## src/sv/gdd_pkg.sv

```systemverilog
// Shared types and constants for the git delta instruction decoder.
// No dependencies; used by git_delta_instruction_decoder.
package gdd_pkg;

   // Default width of the decoded header sizes
   localparam int SIZE_BITS_DEFAULT = 32;

   // Decoder phase
   typedef enum logic [2:0] {
      PH_BASE_HDR,
      PH_RESULT_HDR,
      PH_CMD,
      PH_COPY_ARGS,
      PH_LITERAL
   } phase_type;

   // Result kinds
   localparam logic [1:0] KIND_LITERAL = 2'd0;
   localparam logic [1:0] KIND_COPY    = 2'd1;
   localparam logic [1:0] KIND_END     = 2'd2;

   // End status codes
   localparam logic [1:0] STAT_OK      = 2'd0;
   localparam logic [1:0] STAT_BAD_FMT = 2'd1;
   localparam logic [1:0] STAT_NO_ROOM = 2'd2;

   // Configuration register indexes
   localparam int CSR_INDEX_BITS = 8;
   localparam logic [CSR_INDEX_BITS-1:0] CSR_BASE_LENGTH  = 8'd0;
   localparam logic [CSR_INDEX_BITS-1:0] CSR_OUT_CAPACITY = 8'd1;

   // Varint and command encodings
   localparam logic [6:0]  VARINT_MASK     = 7'h7f;
   localparam int          VARINT_STEP     = 7;
   localparam int          VARINT_MAX_SHIFT = 63;
   localparam logic [23:0] COPY_LEN_ZERO   = 24'h010000;

   // Result queue depth
   localparam int OQ_DEPTH = 4;

   typedef struct packed {
      logic [1:0]  kind;
      logic [7:0]  literal_byte;
      logic [31:0] copy_offset;
      logic [23:0] copy_length;
      logic [1:0]  status;
      logic        last;
   } result_type;

endpackage

```

## src/sv/git_delta_instruction_decoder.sv

```systemverilog
// Git pack delta decoder: one delta byte in per transaction, literal / copy / end results out.
// Uses gdd_pkg (phase enum, result struct, codes and constants).
// Results go to a four-entry result queue that sets req_ready and feeds rsp_ from its head.
// Throughput: one byte per cycle while req_ready is high; a byte that also ends the stream
// can yield two results, drained one per cycle while rsp_ready is high.
// Reset (synchronous, active high) clears stream state and the queue;
// base_length resets to 0 and out_capacity to all ones.
module git_delta_instruction_decoder #(
   parameter int SIZE_BITS = gdd_pkg::SIZE_BITS_DEFAULT
) (
   input  logic                              clock,
   input  logic                              reset,
   // delta byte input
   input  logic                              req_valid,
   output logic                              req_ready,
   input  logic [7:0]                        req_delta_byte,
   input  logic                              req_end_of_delta,
   // result output
   output logic                              rsp_valid,
   input  logic                              rsp_ready,
   output logic [1:0]                        rsp_kind,
   output logic [7:0]                        rsp_literal_byte,
   output logic [31:0]                       rsp_copy_offset,
   output logic [23:0]                       rsp_copy_length,
   output logic [1:0]                        rsp_status,
   output logic                              rsp_last,
   // configuration writes
   input  logic                              csr_valid,
   output logic                              csr_ready,
   input  logic [gdd_pkg::CSR_INDEX_BITS-1:0] csr_index,
   input  logic [31:0]                       csr_data
);

   localparam int CW      = (SIZE_BITS > 32) ? SIZE_BITS : 32;
   localparam int PTR_W   = $clog2(gdd_pkg::OQ_DEPTH);
   localparam int CNT_W   = $clog2(gdd_pkg::OQ_DEPTH + 1);

   // configuration
   logic [31:0] base_length_ff;
   logic [31:0] out_capacity_ff;

   // stream state
   gdd_pkg::phase_type phase_ff, phase_in;
   logic [SIZE_BITS-1:0] accum_ff, accum_in;
   logic [5:0]           shift_ff, shift_in;
   logic [SIZE_BITS-1:0] remaining_ff, remaining_in;  // declared size minus bytes written
   logic [6:0]           flags_ff, flags_in;
   logic [31:0]          offset_ff, offset_in;
   logic [23:0]          length_ff, length_in;
   logic [6:0]           lit_left_ff, lit_left_in;
   logic                 error_ff, error_in;

   // result queue
   gdd_pkg::result_type  oq_mem [gdd_pkg::OQ_DEPTH];
   logic [PTR_W-1:0]     wr_ptr_ff, wr_ptr_in;
   logic [PTR_W-1:0]     rd_ptr_ff, rd_ptr_in;
   logic [CNT_W-1:0]     count_ff, count_in;

   logic                 req_fire, rsp_fire;
   logic [7:0]           b;
   logic [6:0]           chunk;
   logic [3:0]           chunk_bits;
   logic [SIZE_BITS-1:0] accum_next;
   logic                 varint_bad;
   logic [6:0]           low_bit;
   logic [6:0]           flags_next;
   logic [31:0]          offset_next;
   logic [23:0]          length_next;
   logic                 do_copy;
   logic [31:0]          cp_off;
   logic [23:0]          cp_len;
   logic [23:0]          cp_size;
   logic                 copy_bad;
   logic [1:0]           st;
   logic                 fin_bad;
   logic                 r0_v, r1_v;
   gdd_pkg::result_type  r0, r1;
   logic                 slot0_v, slot1_v;
   gdd_pkg::result_type  slot0;
   logic [CNT_W-1:0]     push_n;

   assign req_fire  = req_valid & req_ready;
   assign rsp_fire  = rsp_valid & rsp_ready;
   assign csr_ready = 1'b1;
   assign req_ready = (count_ff <= CNT_W'(gdd_pkg::OQ_DEPTH - 2));
   assign b         = req_delta_byte;
   assign chunk     = b[6:0] & gdd_pkg::VARINT_MASK;

   // bit length of the varint chunk
   always_comb begin
      chunk_bits = 4'd0;
      for (int i = 0; i < 7; i++) begin
         if (chunk[i]) begin
            chunk_bits = 4'(i + 1);
         end
      end
   end

   assign accum_next = accum_ff | (SIZE_BITS'(chunk) << shift_ff);
   assign varint_bad =
      ((chunk != 7'd0) && ((7'(shift_ff) + 7'(chunk_bits)) > 7'(SIZE_BITS))) ||
      (b[7] && ((7'(shift_ff) + 7'(gdd_pkg::VARINT_STEP)) > 7'(gdd_pkg::VARINT_MAX_SHIFT)));

   // copy argument byte goes to the lowest pending flag position
   assign low_bit    = flags_ff & (~flags_ff + 7'd1);
   assign flags_next = flags_ff & ~low_bit;
   always_comb begin
      offset_next = offset_ff;
      length_next = length_ff;
      for (int i = 0; i < 4; i++) begin
         if (low_bit[i]) begin
            offset_next[8*i +: 8] = b;
         end
      end
      for (int i = 0; i < 3; i++) begin
         if (low_bit[4+i]) begin
            length_next[8*i +: 8] = b;
         end
      end
   end

   assign cp_size  = (cp_len == 24'd0) ? gdd_pkg::COPY_LEN_ZERO : cp_len;
   assign copy_bad = (cp_off > base_length_ff) ||
                     (32'(cp_size) > (base_length_ff - cp_off)) ||
                     (CW'(cp_size) > CW'(remaining_ff));

   always_comb begin
      phase_in     = phase_ff;
      accum_in     = accum_ff;
      shift_in     = shift_ff;
      remaining_in = remaining_ff;
      flags_in     = flags_ff;
      offset_in    = offset_ff;
      length_in    = length_ff;
      lit_left_in  = lit_left_ff;
      error_in     = error_ff;
      st           = gdd_pkg::STAT_OK;
      do_copy      = 1'b0;
      cp_off       = 32'd0;
      cp_len       = 24'd0;
      fin_bad      = 1'b0;
      r0_v         = 1'b0;
      r1_v         = 1'b0;
      r0           = '0;
      r1           = '0;

      if (req_fire) begin
         if (error_ff) begin
            // swallow bytes until the stream's last byte
            if (req_end_of_delta) begin
               error_in     = 1'b0;
               phase_in     = gdd_pkg::PH_BASE_HDR;
               accum_in     = '0;
               shift_in     = 6'd0;
               remaining_in = '0;
               flags_in     = 7'd0;
               offset_in    = 32'd0;
               length_in    = 24'd0;
               lit_left_in  = 7'd0;
            end
         end else begin
            case (phase_ff)
               gdd_pkg::PH_BASE_HDR, gdd_pkg::PH_RESULT_HDR: begin
                  if (varint_bad) begin
                     st = gdd_pkg::STAT_BAD_FMT;
                  end else if (!b[7]) begin
                     if (phase_ff == gdd_pkg::PH_BASE_HDR) begin
                        phase_in = gdd_pkg::PH_RESULT_HDR;
                     end else begin
                        remaining_in = accum_next;
                        phase_in     = gdd_pkg::PH_CMD;
                        if (CW'(accum_next) > CW'(out_capacity_ff)) begin
                           st = gdd_pkg::STAT_NO_ROOM;
                        end
                     end
                     accum_in = '0;
                     shift_in = 6'd0;
                  end else begin
                     accum_in = accum_next;
                     shift_in = shift_ff + 6'(gdd_pkg::VARINT_STEP);
                  end
               end
               gdd_pkg::PH_CMD: begin
                  if (b[7]) begin
                     flags_in  = b[6:0];
                     offset_in = 32'd0;
                     length_in = 24'd0;
                     if (b[6:0] == 7'd0) begin
                        do_copy = 1'b1;
                     end else begin
                        phase_in = gdd_pkg::PH_COPY_ARGS;
                     end
                  end else if (b != 8'd0) begin
                     if (CW'(b) > CW'(remaining_ff)) begin
                        st = gdd_pkg::STAT_BAD_FMT;
                     end else begin
                        lit_left_in = b[6:0];
                        phase_in    = gdd_pkg::PH_LITERAL;
                     end
                  end else begin
                     st = gdd_pkg::STAT_BAD_FMT;
                  end
               end
               gdd_pkg::PH_COPY_ARGS: begin
                  flags_in  = flags_next;
                  offset_in = offset_next;
                  length_in = length_next;
                  if (flags_next == 7'd0) begin
                     do_copy = 1'b1;
                     cp_off  = offset_next;
                     cp_len  = length_next;
                  end
               end
               gdd_pkg::PH_LITERAL: begin
                  r0_v              = 1'b1;
                  r0.kind           = gdd_pkg::KIND_LITERAL;
                  r0.literal_byte   = b;
                  remaining_in      = remaining_ff - SIZE_BITS'(1);
                  lit_left_in       = lit_left_ff - 7'd1;
                  if (lit_left_ff == 7'd1) begin
                     phase_in = gdd_pkg::PH_CMD;
                  end
               end
               default: begin
                  st = gdd_pkg::STAT_BAD_FMT;
               end
            endcase

            if (do_copy) begin
               phase_in = gdd_pkg::PH_CMD;
               if (copy_bad) begin
                  st = gdd_pkg::STAT_BAD_FMT;
               end else begin
                  r0_v           = 1'b1;
                  r0.kind        = gdd_pkg::KIND_COPY;
                  r0.copy_offset = cp_off;
                  r0.copy_length = cp_size;
                  remaining_in   = remaining_ff - SIZE_BITS'(cp_size);
               end
            end

            fin_bad = (phase_in != gdd_pkg::PH_CMD) || (remaining_in != '0);

            if (st != gdd_pkg::STAT_OK) begin
               r1_v      = 1'b1;
               r1.kind   = gdd_pkg::KIND_END;
               r1.status = st;
               r1.last   = 1'b1;
               if (!req_end_of_delta) begin
                  error_in = 1'b1;
               end
            end else if (req_end_of_delta) begin
               r1_v      = 1'b1;
               r1.kind   = gdd_pkg::KIND_END;
               r1.status = fin_bad ? gdd_pkg::STAT_BAD_FMT : gdd_pkg::STAT_OK;
               r1.last   = 1'b1;
            end

            if (req_end_of_delta) begin
               phase_in     = gdd_pkg::PH_BASE_HDR;
               accum_in     = '0;
               shift_in     = 6'd0;
               remaining_in = '0;
               flags_in     = 7'd0;
               offset_in    = 32'd0;
               length_in    = 24'd0;
               lit_left_in  = 7'd0;
               error_in     = 1'b0;
            end
         end
      end
   end

   // queue write: first result to wr_ptr, a second one right after it
   assign slot0_v = r0_v | r1_v;
   assign slot1_v = r0_v & r1_v;
   assign slot0   = r0_v ? r0 : r1;
   assign push_n  = CNT_W'(slot0_v) + CNT_W'(slot1_v);

   always_comb begin
      wr_ptr_in = wr_ptr_ff + PTR_W'(push_n);
      rd_ptr_in = rd_ptr_ff + PTR_W'(rsp_fire);
      count_in  = count_ff + push_n - CNT_W'(rsp_fire);
   end

   always_ff @(posedge clock) begin
      if (slot0_v) begin
         oq_mem[wr_ptr_ff] <= slot0;
      end
      if (slot1_v) begin
         oq_mem[wr_ptr_ff + PTR_W'(1)] <= r1;
      end
   end

   assign rsp_valid        = (count_ff != '0);
   assign rsp_kind         = oq_mem[rd_ptr_ff].kind;
   assign rsp_literal_byte = oq_mem[rd_ptr_ff].literal_byte;
   assign rsp_copy_offset  = oq_mem[rd_ptr_ff].copy_offset;
   assign rsp_copy_length  = oq_mem[rd_ptr_ff].copy_length;
   assign rsp_status       = oq_mem[rd_ptr_ff].status;
   assign rsp_last         = oq_mem[rd_ptr_ff].last;

   always_ff @(posedge clock) begin
      if (reset) begin
         base_length_ff  <= 32'd0;
         out_capacity_ff <= 32'hffff_ffff;
         phase_ff        <= gdd_pkg::PH_BASE_HDR;
         accum_ff        <= '0;
         shift_ff        <= 6'd0;
         remaining_ff    <= '0;
         flags_ff        <= 7'd0;
         offset_ff       <= 32'd0;
         length_ff       <= 24'd0;
         lit_left_ff     <= 7'd0;
         error_ff        <= 1'b0;
         wr_ptr_ff       <= '0;
         rd_ptr_ff       <= '0;
         count_ff        <= '0;
      end else begin
         if (csr_valid && csr_ready) begin
            if (csr_index == gdd_pkg::CSR_BASE_LENGTH) begin
               base_length_ff <= csr_data;
            end else if (csr_index == gdd_pkg::CSR_OUT_CAPACITY) begin
               out_capacity_ff <= csr_data;
            end
         end
         phase_ff     <= phase_in;
         accum_ff     <= accum_in;
         shift_ff     <= shift_in;
         remaining_ff <= remaining_in;
         flags_ff     <= flags_in;
         offset_ff    <= offset_in;
         length_ff    <= length_in;
         lit_left_ff  <= lit_left_in;
         error_ff     <= error_in;
         wr_ptr_ff    <= wr_ptr_in;
         rd_ptr_ff    <= rd_ptr_in;
         count_ff     <= count_in;
      end
   end

endmodule
```

## config.mk

```make
export PLATFORM = sky130hd
export DESIGN_NAME = git_delta_instruction_decoder
export DESIGN_NICKNAME = d
export VERILOG_FILES = /design/src/sv/gdd_pkg.sv /design/src/sv/git_delta_instruction_decoder.sv
export SDC_FILE = /design/constraint.sdc
export NUM_CORES = 2
export LEC_CHECK = 0
export BUFFER_PORTS_ARGS = -buffer_cell sky130_fd_sc_hd__buf_2
export CAP_MARGIN = 25
export CORE_MARGIN = 8
export CORE_UTILIZATION = 40
export DETAILED_ROUTE_END_ITERATION = 12
export SYNTH_ARGS = -nofsm -noshare
export SYNTH_HDL_FRONTEND = slang
export SYNTH_SLANG_ARGS = --single-unit
```

## constraint.sdc

```tcl
create_clock -name clock -period 9 [get_ports clock]
set_clock_uncertainty 0.05 [all_clocks]
set_input_delay 0 -clock clock [delete_from_list [all_inputs] [get_ports clock]]
set_output_delay 0 -clock clock [all_outputs]
set_load 0.01 [all_outputs]
```

**Word-level counts from Yosys, hierarchy flattened**

Memories as Yosys holds them, arrays and structs flattened. A register that Yosys moved wholly into a read port is not among the register bits.
Index checks and enable logic that the tools add are counted.

- Flip-flop bits (word level): 215
- Bits in writable memories: 276
- Output and inout bits: 72
- Logic and storage cells: 221
- Memories kept: 1

- Add/sub/neg operators: 14
- Magnitude comparators: 8
- Equality and inequality tests: 13
- Shift-type cells: 1
- Mux-type cells: 133
- Bitwise logic cells: 10
- Reduce and logical (&&, ||, !) cells: 27

Memories:

| memory | words | width | rd ports | clocked after Yosys merged registers in | wr ports | line | source |
|---|---|---|---|---|---|---|---|
| oq_mem | 4 | 69 | 1 | 1 | 2 | git_delta_instruction_decoder.sv:54 | `gdd_pkg::result_type oq_mem [gdd_pkg::OQ_DEPTH];` |

Operators with widths:

| cell | number |
|---|---|
| two-way mux 32 bit | 22 |
| two-way mux 24 bit | 9 |
| two-way mux 66 bit | 2 |
| case mux 32 bit (2 select lines) | 2 |
| two-way mux 56 bit | 2 |
| two-way mux 69 bit | 1 |
| > comparator 24 x 32 -> 1 bit | 2 |
| > comparator 32 bit | 2 |
| two-way mux 8 bit | 8 |
| two-way mux 7 bit | 9 |
| two-way mux 3 bit | 16 |
| case mux 24 bit (2 select lines) | 1 |
| two-way mux 2 bit | 21 |
| two-way mux 6 bit | 6 |
| > comparator 8 x 32 -> 1 bit | 1 |
| OR 32 bit | 1 |
| nonzero test 32 bit | 1 |
| left shift 7 x 6 -> 32 bit | 1 |
| subtractor 32 x 1 -> 32 bit (second input constant) | 1 |
| subtractor 32 x 24 -> 32 bit | 1 |
| subtractor 32 bit | 1 |
| case mux 7 bit (2 select lines) | 2 |
| two-way mux 1 bit | 25 |
| zero test 24 bit | 1 |
| 44 further kinds | 68 |

**Longest topological paths before layout**

- Depth in word-level cells: 27
- Depth in mapped cells: 44
- Gate-level depth less buffers: 39

**Least setup slack after synthesis**

OpenSTA, ideal clock, no wires.

- Path type: reg-to-reg
- From: register flags_ff[0]
- To: memory oq_mem[1][0] (netlist name) (enable)
- Library setup time: 0.269 ns
- Arrival: 8.020 ns
- Path slack: 0.662 ns
- Cell stages (with the launch flop): 42
- Path buffers: 5
- Period minus slack after synthesis: 8.338 ns
- Cells stage by stage: dfxtp_1 > buf_2 > or4_1 > a211oi_1 > o32ai_1 > nor3_4 > nand2_1 > clkbuf_1 > buf_1 > nor2_1 > inv_1 > ha_1 > a21o_1 > a211o_1 > o21a_1 > o21ba_2 > nor3_1 > o21ai_0 > [6 not listed] > nand2_1 > o21ai_0 > nor2_1 > a311oi_1 > nand3_1 > a211o_1 > nor4_2 > a21oi_2 > o21ai_1 > inv_1 > ha_1 > inv_1 > nor2_1 > or2_2 > nand2b_1 > clkbuf_1 > clkbuf_1 > inv_1

RTL lines:

| what | line | source |
|---|---|---|
| start: declaration | git_delta_instruction_decoder.sv:47 | `logic [6:0] flags_ff, flags_in;` |
| start signal: assignment | git_delta_instruction_decoder.sv:331 | `flags_ff <= flags_in;` |
| end: declaration | git_delta_instruction_decoder.sv:54 |  |

==> qor.yml <==
status: "completed"
fp.dieW_um: 279
fin_nets: 3597
fin_area_um2: 31700
place.gp.congestion: 0.960
hold_path_depth: 4
hold_path_class: "input pin to flop"
finalHoldViolCount: 0
synth-seq-cells: 491
setup_violations: 0
synth_flop_cell: "dfxtp_1"
drtIter0Drc: 2184
arrival_ns: 8.73
drive_gt1_share_pct: 13.2
grt_pass1_vias: 24393
synth_edf_count: 16
syn2layout_area_growth_pct: 14.7
path_max_fanout: 31
htreeDepth: 2
syn_avg_cell_area_um2: 8.34
finalSetupTns_ns: 0
cts_tree: "done"
slew_violations: 0
coreArea_um2: 68600
post-route-min-period_ns: 8.43
routedWlPerCell_um: 22.2
cp.required_ns: 9.30
antenna_found_initial: 3
final_cell_mix: "nand2_1, dfxtp_1, nor2_1, a21oi_1, o21ai_0"
path_class: "flop to flop"
cts_inserted_buffers: 56
synth_cells: 3318
clkPwrFrac_pct: 44.4
p_comb_share_pct: 13.0
wl_um: 97000
place_hpwl_um: 69700
vias: 25747
port_buffers: 124
drt_pass1_iterations: 6
p_sw_share_pct: 27.5
finalCritPeriodShare_pct: 93.7
rsz0062_at_grt: "no"
synthArstFlopShare_pct: 0
clock_path_buffers: 3
power_switching_mw: 1.45
seq_area_frac_synth_pct: 36.1
die_area_um2: 77800
dpl_cell_area_um2: 29100
fin_total_pwr_mw: 5.28
vias_per_cell: 5.88
r2r-end: "oq_mem[1][1]"
grt_max_degree: 70
grt_overflow: 0
syn_area_um2: 27700
row_count: 96
leakage_nw: 12.8
postRouteAntennaNets: 0
clock_latency_ns: 0.63
dieHeight_um: 279
cap_violations: 0
grt_pass1_wl_um: 147000
path_clk_slew_ns: 0.06
peakVddDrop_v: 0.000145
hold-path-endpoint: "out_capacity_ff[30]"
p_per_area_nw_per_um2: 166
reg2reg_depth: 38
p_int_mw: 3.83
r2r_slack_ns: 0.57
pin_count: 126
maxSlewHeadroom_pct: 33.2
start_kind: "flop"
pwr-share-seq_pct: 42.6
max_freq_mhz: 119
ys_types: 104
crit_path_top_delay_cell: "or4_1"
critPathCaptureType: "flop"
clockRootBuffer: "clkbuf_16"
grtUsageTotal_pct: 23.6
drc: 0
start_util_pct: 40.3
syn_nets: 3513
ys_warn_count: 0
worst_slew_pin_slew_ns: 1.00
rr_startpoint: "flags_ff[2]"
final_common_cell: "nand2_1"
crit_top_cell: "inv_1"
slowest_delay_ns: 0.57
cts.sinks: 491
fillerInstances: 6698
min-delay-start: "csr_data[30]"
## cell type report
class                   instances  area, um^2  area share, %
multi-input cells            2454       16300           51.3
clock inverters                30         344           1.08
repair buffers                260        1860           5.86
clock buffers                  73        1550           4.87
flip-flops and latches        491       10000           31.5
diodes                          2        5.00         0.0158
well taps                     931        1160           3.67
inverters                     139         522           1.64
## worst max path at each step
| stage | from | endpoint | slack (ns) | cells after the start |
|---|---|---|---|---|
| floorplan | flags_ff[0] | oq_mem[1][0] | 0.66 | 41 |
| global placement | flags_ff[2] | oq_mem[3][63] | 0.43 | 37 |
| detailed placement | flags_ff[2] | oq_mem[3][60] | 0.23 | 37 |
| CTS | flags_ff[2] | oq_mem[1][31] | 0.19 | 37 |
| global route | flags_ff[2] | oq_mem[1][31] | 0.008 | 38 |
| finish | flags_ff[2] | oq_mem[1][1] | 0.57 | 38 |
## registers in the layout, summed over array words and instances (netlist names), 7 cells and up
name and count:
lit_left_ff 7, out_capacity_ff 32, remaining_ff 32, accum_ff 32, base_length_ff 32, flags_ff 7
offset_ff 32, oq_mem 276, length_ff 24
## power by group through the flow
stage / clock network, mW / logic, mW / registers [mW]
floorplan: 0 / 0.471 / 2.26
global placement: 0 / 0.657 / 2.30
detailed placement: 0 / 0.654 / 2.30
CTS: 2.38 / 0.673 / 2.25
global route: 2.47 / 0.735 / 2.26
finish: 2.34 / 0.686 / 2.25
## logic make-up (layout without fill, tap and decap cells)
kind of cell | count (synthesis) | in the layout | synth area share [%]
AND/OR/NAND/NOR | 1156 | 1158 | 19.2
AO/OA/AOI/OAI | 964 | 964 | 23.0
flip-flops | 491 | 491 | 36.1
buffers and inverters | 375 | 502 | 5.36
adder cells (fa/ha/maj) | 142 | 142 | 6.52
multiplexers | 135 | 135 | 8.10
XOR/XNOR | 54 | 54 | 1.71
other | 1 | 3 | 0.0136
## per-layer routing
layer	global-route usage, %	vias up	wire, um
met2	39.2	1002	44700
met4	9.89	2	4580
met1	30.7	12339	41300
li1	-	12184	-
met5	0	-	10
met3	3.37	220	6460
## through the flow
stage          cells  setup slack, ns  util, %  hold slack (ns)
2_1_floorplan   3318            0.662        -           0.0740
3_3_place_gp    4210            0.434     42.5            0.184
3_5_place_dp    4212            0.225     42.5            0.191
4_1_cts         4369            0.189     46.0            0.100
5_1_grt         4379          0.00788     46.3            0.121
6_report        4380            0.569     46.3            0.125
## synth_stat cells (all sizes together) (20+ instances only)
library cell | count | share of area, %
nor2b | 27 | 0.61
o211ai | 51 | 1.4
and3 | 20 | 0.45
a21oi | 237 | 4.3
xnor2 | 31 | 0.98
inv | 137 | 1.9
nand4 | 43 | 0.97
ha | 137 | 6.2
mux4 | 70 | 5.7
o21a | 22 | 0.60
xor2 | 23 | 0.73
nor2 | 280 | 3.8
dfxtp | 475 | 34
a22o | 124 | 3.9
nand3 | 67 | 1.2
a21o | 37 | 1.0
clkbuf | 182 | 2.5
nor4 | 29 | 0.73
nand2 | 497 | 6.9
a22oi | 84 | 2.3
nand2b | 23 | 0.52
o21ai | 244 | 4.4
mux2i | 55 | 2.0
buf | 54 | 1.0
and2 | 23 | 0.52
nor3 | 71 | 1.3
## timing repair
item,CTS,global route
buffers inserted,0,0
hold buffers,54,5
setup endpoints to repair,0,267
hold endpoints to repair,131,2
gates resized for setup,0,11
## worst max-delay path: cells and delay by family (launching register included)
kind / cells / cell delay (ns)
buffers and inverters: 7 / 1.30
AOI/OAI and AO/OA: 13 / 2.78
xor gates and xnor gates: 1 / 0.14
and+or+nand+nor: 14 / 2.63
adders and majority gates: 3 / 0.85
DFF: 1 / 0.37
(Power assumes the default switching activity.)
